`src/design/dnle_pkg.sv`:
```
// shared constants, controller states and control structs of the dns name label encoder
package dnle_pkg;

  localparam int MaxLabel = 63;
  localparam int LenW = $clog2(MaxLabel + 1);
  localparam int PosW = $clog2(MaxLabel + 3);
  localparam int BudgetW = 12;
  localparam logic [BudgetW-1:0] BudgetReset = 12'd512;
  localparam logic [7:0] DotChar = 8'h2E;
  localparam logic [7:0] ZeroByte = 8'h00;

  typedef enum logic [1:0] {
    S_IDLE,
    S_SETUP,
    S_FETCH,
    S_TAKE
  } dnle_state_t;

  typedef struct packed {
    logic accept;
    logic setup;
    logic fetch;
    logic take;
  } dnle_cmd_t;

  typedef struct packed {
    logic no_bytes;
    logic byte_last;
    logic need_out;
    logic out_free;
  } dnle_status_t;

endpackage

```
`src/design/dnle_ctrl.sv`:
```
// controller state machine of the dns name label encoder
module dnle_ctrl (
  input  logic                   clk,
  input  logic                   rst,
  input  logic                   name_valid,
  output logic                   name_stall,
  input  dnle_pkg::dnle_status_t status,
  output dnle_pkg::dnle_cmd_t    cmd
);
  import dnle_pkg::*;

  dnle_state_t state;
  dnle_state_t state_next;

  always_ff @(posedge clk) begin
    if (rst) begin
      state <= S_IDLE;
    end else begin
      state <= state_next;
    end
  end

  always_comb begin
    state_next = state;
    cmd = '0;
    name_stall = 1'b1;
    unique case (state)
      S_IDLE: begin
        name_stall = 1'b0;
        if (name_valid) begin
          cmd.accept = 1'b1;
          state_next = S_SETUP;
        end
      end
      S_SETUP: begin
        cmd.setup = 1'b1;
        state_next = status.no_bytes ? S_IDLE : S_FETCH;
      end
      S_FETCH: begin
        cmd.fetch = 1'b1;
        state_next = S_TAKE;
      end
      S_TAKE: begin
        // wait here while a full pair or the last byte has no room in the output register
        if (!status.need_out || status.out_free) begin
          cmd.take = 1'b1;
          state_next = status.byte_last ? S_IDLE : S_FETCH;
        end
      end
      default: state_next = S_IDLE;
    endcase
  end

endmodule

```
`src/design/dnle_datapath.sv`:
```
// label buffer, budget tracking, byte packing and output register
module dnle_datapath (
  input  logic                          clk,
  input  logic                          rst,
  input  logic                          cfg_we,
  input  logic [dnle_pkg::BudgetW-1:0]  cfg_data,
  input  logic [7:0]                    name_byte,
  input  logic                          end_of_name,
  input  dnle_pkg::dnle_cmd_t           cmd,
  output dnle_pkg::dnle_status_t        status,
  input  logic                          wire_stall,
  output logic                          wire_valid,
  output logic [7:0]                    first_byte,
  output logic [7:0]                    second_byte,
  output logic [1:0]                    byte_count,
  output logic                          idn_label,
  output logic                          name_done,
  output logic                          last
);
  import dnle_pkg::*;

  logic [BudgetW-1:0] budget;
  logic [BudgetW-1:0] space_left;
  logic               aborted;
  logic [LenW-1:0]    label_count;
  logic               high_bit_seen;
  logic [7:0]         label_mem [MaxLabel];

  logic [LenW-1:0]    flush_len;
  logic               flush_flag;
  logic               flush_ok;
  logic               do_flush;
  logic               is_end;
  logic [PosW-1:0]    pos;
  logic [PosW-1:0]    total;
  logic [7:0]         rdata;
  logic [7:0]         hold_byte;
  logic               hold_tag;
  logic               hold_full;

  logic               is_dot;
  logic               flush_now;
  logic               ok;
  logic               cut;
  logic [LenW-1:0]    cut_len;
  logic [LenW-1:0]    len_now;
  logic               store_byte;
  logic [BudgetW-1:0] len_plus1;
  logic [PosW-1:0]    total_next;
  logic [LenW-1:0]    rd_addr;
  logic               in_label;
  logic [7:0]         byte_val;
  logic               byte_tag;
  logic               out_free;
  logic               load_out;

  // flush length: saturated count, cut so length byte plus label fit the budget
  always_comb begin
    is_dot     = (name_byte == DotChar);
    flush_now  = end_of_name || (!aborted && is_dot);
    ok         = !aborted && (space_left != '0);
    cut        = (space_left <= BudgetW'(label_count));
    cut_len    = LenW'(space_left - BudgetW'(1));
    len_now    = !ok ? '0 : (cut ? cut_len : label_count);
    store_byte = !end_of_name && !aborted && !is_dot
                 && (label_count < LenW'(MaxLabel));
    len_plus1  = BudgetW'(flush_len) + BudgetW'(1);
    total_next = (do_flush && (flush_len != '0)) ? PosW'(flush_len) + PosW'(1) : '0;
    total_next = total_next + PosW'(is_end);
    rd_addr    = LenW'(pos - PosW'(1));
  end

  // wire byte at pos: length byte, label bytes, then the closing zero byte
  always_comb begin
    in_label = (flush_len != '0) && (pos <= PosW'(flush_len));
    if (!in_label) begin
      byte_val = ZeroByte;
    end else if (pos == '0) begin
      byte_val = 8'(flush_len);
    end else begin
      byte_val = rdata;
    end
    byte_tag = in_label && flush_flag;
    out_free = !wire_valid || !wire_stall;
    load_out = cmd.take && (hold_full || status.byte_last);
  end

  always_comb begin
    status.no_bytes  = (total_next == '0);
    status.byte_last = (PosW'(pos + PosW'(1)) == total);
    status.need_out  = hold_full || status.byte_last;
    status.out_free  = out_free;
  end

  // control state
  always_ff @(posedge clk) begin
    if (rst) begin
      budget        <= BudgetReset;
      space_left    <= BudgetReset;
      aborted       <= 1'b0;
      label_count   <= '0;
      high_bit_seen <= 1'b0;
      hold_full     <= 1'b0;
      wire_valid    <= 1'b0;
    end else begin
      if (cfg_we) begin
        budget     <= cfg_data;
        space_left <= cfg_data;
        aborted    <= 1'b0;
      end
      if (cmd.accept) begin
        if (flush_now) begin
          label_count   <= '0;
          high_bit_seen <= 1'b0;
        end else if (!aborted) begin
          high_bit_seen <= high_bit_seen | name_byte[7];
          if (store_byte) begin
            label_count <= label_count + LenW'(1);
          end
        end
      end
      if (cmd.setup && do_flush) begin
        if (is_end) begin
          space_left <= budget;
          aborted    <= 1'b0;
        end else if (!flush_ok) begin
          aborted <= 1'b1;
        end else if (flush_len != '0) begin
          space_left <= space_left - len_plus1;
          aborted    <= (space_left == len_plus1);
        end
      end
      if (cmd.take) begin
        hold_full <= !load_out;
      end
      if (load_out) begin
        wire_valid <= 1'b1;
      end else if (wire_valid && !wire_stall) begin
        wire_valid <= 1'b0;
      end
    end
  end

  // payload registers and label memory
  always_ff @(posedge clk) begin
    if (cmd.accept) begin
      do_flush <= flush_now;
      is_end   <= end_of_name;
      if (flush_now) begin
        flush_len  <= len_now;
        flush_flag <= high_bit_seen;
        flush_ok   <= ok;
      end
      if (store_byte) begin
        label_mem[label_count] <= name_byte;
      end
    end
    if (cmd.setup) begin
      pos   <= '0;
      total <= total_next;
    end
    if (cmd.fetch && (rd_addr < LenW'(MaxLabel))) begin
      rdata <= label_mem[rd_addr];
    end
    if (cmd.take) begin
      pos <= pos + PosW'(1);
      if (!load_out) begin
        hold_byte <= byte_val;
        hold_tag  <= byte_tag;
      end
    end
    if (load_out) begin
      if (hold_full) begin
        first_byte  <= hold_byte;
        second_byte <= byte_val;
        byte_count  <= 2'd2;
        idn_label   <= hold_tag | byte_tag;
      end else begin
        first_byte  <= byte_val;
        second_byte <= ZeroByte;
        byte_count  <= 2'd1;
        idn_label   <= byte_tag;
      end
      name_done <= status.byte_last && is_end;
      last      <= status.byte_last;
    end
  end

endmodule

```
`src/design/dns_name_label_encoder.sv`:
```
// top level of the dns name label encoder: controller plus datapath
//
// channel   signals                                  direction  payload
// name      name_valid / name_stall                  in         name_byte, end_of_name
// wire      wire_valid / wire_stall                  out        first_byte, second_byte,
//                                                               byte_count, idn_label,
//                                                               name_done, last
// config    cfg_we                                   in         cfg_data (space budget)
//
// a plain name byte is accepted, then passes through the setup state
// a flush of n wire bytes passes accept and setup, then fetch and take for each
// byte, with one registered label memory read per byte; take waits on wire_stall
// the output register holds the last item while the next name item is accepted
// rst is synchronous; it loads a space budget of 512 and empties the label
// the label memory has no reset, only written entries reach the wire
module dns_name_label_encoder (
  input  logic                          clk,
  input  logic                          rst,
  input  logic                          cfg_we,
  input  logic [dnle_pkg::BudgetW-1:0]  cfg_data,
  input  logic                          name_valid,
  output logic                          name_stall,
  input  logic [7:0]                    name_byte,
  input  logic                          end_of_name,
  output logic                          wire_valid,
  input  logic                          wire_stall,
  output logic [7:0]                    first_byte,
  output logic [7:0]                    second_byte,
  output logic [1:0]                    byte_count,
  output logic                          idn_label,
  output logic                          name_done,
  output logic                          last
);
  import dnle_pkg::*;

  // commands from the controller, status back from the datapath
  dnle_cmd_t    cmd;
  dnle_status_t status;

  // sequencer: idle, setup, then fetch and take for each wire byte
  dnle_ctrl u_ctrl (
    .clk        (clk),
    .rst        (rst),
    .name_valid (name_valid),
    .name_stall (name_stall),
    .status     (status),
    .cmd        (cmd)
  );

  // label buffer, budget state, pair packing and output register
  dnle_datapath u_dp (
    .clk         (clk),
    .rst         (rst),
    .cfg_we      (cfg_we),
    .cfg_data    (cfg_data),
    .name_byte   (name_byte),
    .end_of_name (end_of_name),
    .cmd         (cmd),
    .status      (status),
    .wire_stall  (wire_stall),
    .wire_valid  (wire_valid),
    .first_byte  (first_byte),
    .second_byte (second_byte),
    .byte_count  (byte_count),
    .idn_label   (idn_label),
    .name_done   (name_done),
    .last        (last)
  );

endmodule

```
`config.mk`:
```
export PLATFORM = sky130hd
export DESIGN_NAME = dns_name_label_encoder
export DESIGN_NICKNAME = d
export VERILOG_FILES = /design/src/design/dnle_pkg.sv /design/src/design/dnle_ctrl.sv /design/src/design/dnle_datapath.sv /design/src/design/dns_name_label_encoder.sv
export SDC_FILE = /design/constraint.sdc
export NUM_CORES = 1
export LEC_CHECK = 0
export ABC_AREA = 1
export BUFFER_PORTS_ARGS = -buffer_cell sky130_fd_sc_hd__buf_2
export CAP_MARGIN = 20
export CORE_MARGIN = 2
export CORE_UTILIZATION = 45
export CTS_BUF_LIST = sky130_fd_sc_hd__clkbuf_4
export DETAILED_ROUTE_END_ITERATION = 8
export GPL_TIMING_DRIVEN = 1
export SETUP_SLACK_MARGIN = 0.1
export SKIP_LAST_GASP = 1
export SLEW_MARGIN = 10
export SYNTH_ARGS = -nofsm -noshare
export SYNTH_HDL_FRONTEND = slang
export SYNTH_SLANG_ARGS = --single-unit
```
`constraint.sdc`:
```
create_clock -name clk -period 3.28 [get_ports clk]
set_input_delay 0.328 -clock clk [delete_from_list [all_inputs] [get_ports clk]]
set_output_delay 0.328 -clock clk [all_outputs]
set_load 0.03 [all_outputs]
```
After elaboration in Yosys (flattened, before gate mapping)
Memory sizes are Yosys's and may differ from the RTL's. A register that Yosys moved wholly into a read port is not among the register bits.
Index checks and enable logic that the tools add are counted.

operators by class
  add/sub/neg operators = 8
  reduce and logical (&&, ||, !) cells = 37
  $lt $le $gt $ge = 4
  bitwise operators = 3
  mux-type cells = 41
  eq/ne operators = 9

operator list
  operator                                                            count
  12-bit 2-to-1 mux                                                   5
  6-bit 2-to-1 mux                                                    4
  8-bit 2-to-1 mux                                                    3
  7-bit 2-to-1 mux                                                    3
  1-bit 2-to-1 mux                                                    20
  6-bit by 1-bit adder with 7-bit output, second input constant       2
  7-bit logical NOT                                                   2
  1-bit logical AND                                                   13
  12-bit by 7-bit == test with 1-bit output                           1
  12-bit by 6-bit less-or-equal comparator with 1-bit output          1
  6-bit less-than comparator, second input constant                   2
  12-bit nonzero test                                                 1
  12-bit by 7-bit subtractor with 12-bit output                       1
  6-bit by 1-bit subtractor with 6-bit output, second input constant  2
  2-bit 2-to-1 mux                                                    5
  8-bit by 6-bit == test with 1-bit output, second input constant     1
  2-bit one-hot mux with 4 select lines                               1
  2-bit AND reduction                                                 4
  7-bit by 1-bit adder with 7-bit output                              1
  7-bit by 1-bit adder with 7-bit output, second input constant       1
  7-bit == test                                                       1
  7-bit by 6-bit less-or-equal comparator with 1-bit output           1
  1-bit logical NOT                                                   7
  6-bit by 1-bit adder with 6-bit output, second input constant       1
  11 further kinds                                                    19

word-level totals
  logic and storage cells = 126
  memories = 1
  output and inout port bits = 23
  memory bits (writable) = 504
  register bits after elaboration = 90
  input port bits = 26

memories
  memory          words  width  rd ports  clocked after Yosys merged registers in  write ports  RTL line             source
  u_dp.label_mem  63     8      1         1                                        1            dnle_datapath.sv:27  logic [7:0] label_mem [MaxLabel];

Logic depth before layout (Yosys ltp)
  depth in word-level cells = 10
  depth in mapped cells = 18
  gate-level depth less buffers = 18

Cells and area by module
A second synthesis with hierarchy kept.

unflattened totals
  cell total of the unflattened synthesis = 2,102
  area, all modules = 25,503.2 µm²

by module, submodules not included
  module         seq. area each (µm²)  area an instance (µm²)  instances  cells an instance
  dnle_datapath  17,677.0              25,370.6                1          2,078
  dnle_ctrl      40.0                  132.6                   1          24

Worst setup path before layout
No wires, ideal clock.

  path type = register -> register
  start point = reg u_dp.pos[0]
  end point = reg u_dp.rdata[0], read port of u_dp.label_mem (enable)
  cell stages (with the launch flop) = 11
  data required time = 2,894 ps
  period minus slack after synthesis = 3,010 ps
  slack = 270 ps
  data arrival time = 2,624 ps
  path buffers = 5
  cell sequence = edfxtp_1 -> buf_6 -> buf_8 -> inv_4 -> buf_4 -> buf_2 -> ha_1 -> xnor2_4 -> clkbuf_1 -> nor4_1 -> a211oi_1

between the ends
  longest elaborated chain between the ends = 3

RTL lines
  item                                           RTL line              source
  from (decl)                                    dnle_datapath.sv:34   logic [PosW-1:0] pos;
  from (signal assigned)                         dnle_datapath.sv:166  pos <= pos + PosW'(1);
  6-bit by 1-bit subtractor with 6-bit output *  dnle_datapath.sv:70   rd_addr = LenW'(pos - PosW'(1));
  via u_dp.rd_addr[0]                            dnle_datapath.sv:50   logic [LenW-1:0] rd_addr;
  6-bit less-than comparator                     dnle_datapath.sv:162  if (cmd.fetch && (rd_addr < LenW'(MaxLabel))) begin
  1-bit logical AND                              dnle_datapath.sv:162
  to (decl)                                      dnle_datapath.sv:36   logic [7:0] rdata;

Mark *: on every way through the listed nets, which the timed path passes. The rest lies on a longest branch.
A chain may end at the register's enable or synchronous reset.

Worst setup path in the final report
  start point = reg u_dp.pos[0]
  end point = reg u_dp.rdata[7], read port of u_dp.label_mem (enable)

between the ends
  longest elaborated chain between the ends = 3

RTL lines
  item                                           RTL line
  6-bit by 1-bit subtractor with 6-bit output *  dnle_datapath.sv:70
  6-bit less-than comparator                     dnle_datapath.sv:162
  1-bit logical AND                              dnle_datapath.sv:162

Mark *: on every way between the ends. The rest lies on a longest branch, timed or not.

==> flow_metrics.env <==
export IMPL_run_status="finished, final reports clean"
export IMPL_timing_setup_tns_ns=0
export IMPL_nFillCells=5013
export IMPL_hold_path_cell_count=2
export IMPL_min_delay_start="name_byte[4]"
export IMPL_setup_skew_after_layout_ns=0.0502
export IMPL_synth_most_common_cell="sky130_fd_sc_hd__edfxtp_1"
export IMPL_maxSlewHeadroom_pct=27.2
export IMPL_grt_usage_pct=22.9
export IMPL_global_route_wire_length_before_repair_um=102000
export IMPL_global_route_usage_met3_pct=5.49
export IMPL_power_mw=16.6
export IMPL_grt_use_met1_pct=29.6
export IMPL_path_delay_family="buffers and inverters"
export IMPL_synth_seq_area_share_pct=69.7
export IMPL_layout_nets=2359
export IMPL_clk_pin_slew_ns=0.07
export IMPL_synth_flop_cell="sky130_fd_sc_hd__edfxtp_1"
export IMPL_synth_cells=2135
export IMPL_crit_arrival_ns=3.77
export IMPL_grt_pass1_vias=17600
export IMPL_maxClockFrequency_mhz=325
export IMPL_starting_drt_drc_count=1642
export IMPL_vias_per_cell=5.64
export IMPL_synth_cell_area_mm2=0.0254
export IMPL_vdd_drop_max_uv=311
export IMPL_cp_max_fo=123
export IMPL_tritoncts="yes"
export IMPL_first_pass_iters=6
export IMPL_area_contributors_post_synth="sky130_fd_sc_hd__edfxtp_1 67%, sky130_fd_sc_hd__o21ai_0 5.9%, sky130_fd_sc_hd__nor2_1 5.6%"
export IMPL_floorplan_die_width_um=242
export IMPL_critical_path_most_common_cell="sky130_fd_sc_hd__buf_4"
export IMPL_cts_root_buffer="sky130_fd_sc_hd__clkbuf_4"
export IMPL_area_growth_pct=13.1
export IMPL_gr_total_overflow=0
export IMPL_gp_routability_congestion=0.854
export IMPL_timing_critical_path_buf_inv=4
export IMPL_critPathSlowestCell="sky130_fd_sc_hd__edfxtp_1"
export IMPL_sinks_on_the_clock_net=602
export IMPL_timing_critical_path_cells="inv_6 -> buf_12 -> nand2_1 -> xor2_2 -> buf_4 -> nor4_1 -> a211oi_1 -> buf_4"
export IMPL_async_flop_share_pct=0
export IMPL_yosysTopAreaCell="sky130_fd_sc_hd__edfxtp_1"
export IMPL_unrepaired_setup_endpoints_after_global_routing="no"
export IMPL_initial_utilization_pct=45.3
export IMPL_die_area_mm2=0.0584
export IMPL_grt_antenna_before_repair=1
export IMPL_buffer_ports_inserted=48
export IMPL_final_max_slew_violation_count=0
export IMPL_synth_enable_flop_cells=566
export IMPL_drt_wl_total_um=66500
export IMPL_row_count=87
export IMPL_die_height_um=242
export IMPL_criticalPathCategory="flop to flop"
export IMPL_synth_distinct_cells=44
export IMPL_cts_buffer_depth=3
export IMPL_drcViolationCount=0
export IMPL_drive_above_1_share_pct=14.4
export IMPL_clock_buffer_count_from_cts=155
export IMPL_htreeDepth=4
export IMPL_clock_insertion_delay_worst_skew_ns=1.00
export IMPL_final_critical_path_share_of_the_clock_period_pct=93.8
export IMPL_synth_register_bits=602
export IMPL_grt_start_max_net_pins=129
export IMPL_final_hold_viols=0
export IMPL_hold_class="input pin to flop"
export IMPL_critical_path_data_required_time_ns=3.98
export IMPL_worst_r2r_path_depth=8
export IMPL_place_inst=2857
export IMPL_timing_final_setup_violations=0
export IMPL_top_level_ports=49
export IMPL_timing_critical_path_to_type="flop"
export IMPL_grt_use_met2_pct=37.5
export IMPL_synth_fp_nets=2191
export IMPL_reg2reg_slack_ns=0.20
export IMPL_drv_max_cap_violation_count=0
export IMPL_regToRegEndpoint="u_dp.rdata[7]$_DFFE_PP_"
export IMPL_detail_route_antenna_nets=0
export IMPL_synth_top_cell_area_share_pct=66.8
export IMPL_detailroute_via_count=17900
export IMPL_hold_slack_ns=0.0824
export IMPL_terminating_pin_of_the_worst_hold_path="u_dp.label_mem[8][4]$_DFFE_PP_"
export IMPL_max_slew_worst_pin_slew_ns=1.08
export IMPL_place_detailed_hpwl_um=38200
export IMPL_fin_crit_ns=3.08
export IMPL_critPathLaunchType="flop"
export IMPL_regToRegStartpoint="u_dp.pos[0]$_SDFFCE_PN0P_"
export IMPL_post_synth_most_frequent_cells="566 x sky130_fd_sc_hd__edfxtp_1, 381 x sky130_fd_sc_hd__nor2_1, 299 x sky130_fd_sc_hd__o21ai_0"
export IMPL_detail_route_wl_per_cell_um=21.0
export IMPL_synthesis_area_per_instance_um2=11.9
export IMPL_yosys_warnings=0
export IMPL_final_cell_count_no_fill=3168
export IMPL_core_outline_area_mm2=0.0562
export IMPL_power_density_normalized_to_cell_area_mw_per_mm2=578
export IMPL_leakagePower_nw=9.85
export IMPL_grt_busiest_layer="met2"
export IMPL_max_stage_delay_ns=0.54
-- layer usage --
layer,share of wire (%),vias to the layer above,wire (um)
li1,-,8300,-
met2,49,671,32700
met1,42,8793,27600
met4,2.4,0,1620
met5,0,-,0
met3,6.8,101,4550
-- power by group --
group	switching, mW	leakage (nW)	total [mW]	internal (mW)
clock	3.03	1.12	6.19	3.16
sequential	0.0772	5.40	8.56	8.48
combinational	1.30	3.34	1.87	0.573
-- worst max path at each step --
stage / end / start / cells after the start / slack [ns]
floorplan: u_dp.rdata[0]$_DFFE_PP_ / u_dp.pos[0]$_SDFFCE_PN0P_ / 10 / 0.27
global placement: u_dp.rdata[7]$_DFFE_PP_ / u_dp.pos[0]$_SDFFCE_PN0P_ / 8 / 0.22
detailed placement: u_dp.rdata[2]$_DFFE_PP_ / u_dp.pos[0]$_SDFFCE_PN0P_ / 8 / 0.22
CTS: u_dp.rdata[7]$_DFFE_PP_ / u_dp.pos[0]$_SDFFCE_PN0P_ / 8 / 0.23
global route: u_dp.rdata[6]$_DFFE_PP_ / u_dp.pos[0]$_SDFFCE_PN0P_ / 8 / 0.13
finish: u_dp.rdata[7]$_DFFE_PP_ / u_dp.pos[0]$_SDFFCE_PN0P_ / 8 / 0.20
-- cells by family (layout without fill, tap and decap cells) --
logic type	count (synthesis)	count (layout)	synth area share, %
and+or+nand+nor	743	743	12.1
DFF	602	602	69.7
AOI/OAI and AO/OA	539	539	12.6
buffers and inverters	209	485	3.54
adders and majority gates	30	30	1.51
xor gates and xnor gates	12	12	0.576
other	0	1	0
-- sequential cells by signal, summed over array words and instances, names as in the netlist, 2 cells and up --
| register | count |
|---|---|
| u_dp.first_byte | 8 |
| u_dp.total | 7 |
| u_dp.label_count | 6 |
| u_dp.space_left | 12 |
| u_dp.hold_byte | 8 |
| u_dp.rdata | 8 |
| u_ctrl.state | 2 |
| u_dp.second_byte | 8 |
| u_dp.byte_count | 2 |
| u_dp.pos | 7 |
| u_dp.flush_len | 6 |
| u_dp.label_mem | 504 |
| u_dp.budget | 12 |
-- layout by cell type, fill, tap and decap left out, types with 45 or more instances in the layout --
cell type,netlist,layout
sky130_fd_sc_hd__a21oi_1,50,50
sky130_fd_sc_hd__buf_2,45,48
sky130_fd_sc_hd__clkbuf_4,0,220
sky130_fd_sc_hd__dlygate4sd3_1,0,45
sky130_fd_sc_hd__edfxtp_1,566,566
sky130_fd_sc_hd__inv_1,84,82
sky130_fd_sc_hd__nand2_1,198,197
sky130_fd_sc_hd__nand3_1,114,114
sky130_fd_sc_hd__nor2_1,381,381
sky130_fd_sc_hd__o211ai_1,56,56
sky130_fd_sc_hd__o21ai_0,299,299
sky130_fd_sc_hd__o221ai_1,76,76
-- per-stage QoR --
stage | instance area [um2] | setup slack [ns] | util [%]
floorplan | 25400 | 0.270 | -
global placement | 26400 | 0.217 | 47.1
detailed placement | 26400 | 0.218 | 47.1
CTS | 28800 | 0.231 | 51.2
global route | 28800 | 0.126 | 51.2
finish | 28800 | 0.204 | 51.2
-- layout make-up --
cell class	count	area (um2)	share of cell area (%)
flip-flops and latches	602	17700	61.6
multi-input cells	1324	6830	23.7
clock buffers	220	1650	5.74
repair buffers	129	1050	3.65
well taps	756	946	3.29
inverters	91	348	1.21
clock inverters	45	221	0.770
diodes	1	2.50	0.00870
-- worst register-to-register path: cells and delay by family (launching register included) --
family | cells | cell delay (ns)
AND/OR/NAND/NOR | 2 | 0.38
XOR/XNOR | 1 | 0.19
buffers and inverters | 4 | 1.25
AO/OA/AOI/OAI | 1 | 0.47
flip-flops | 1 | 0.54
-- what timing repair did --
item                                    in CTS  in global routing
hold buffers                                45                  0
hold endpoints to repair                   249                  0
gates resized for setup                      0                  2
endpoints found under the setup margin       0                  1
buffers inserted                             0                  0
Power figures use the tool's default switching activity.
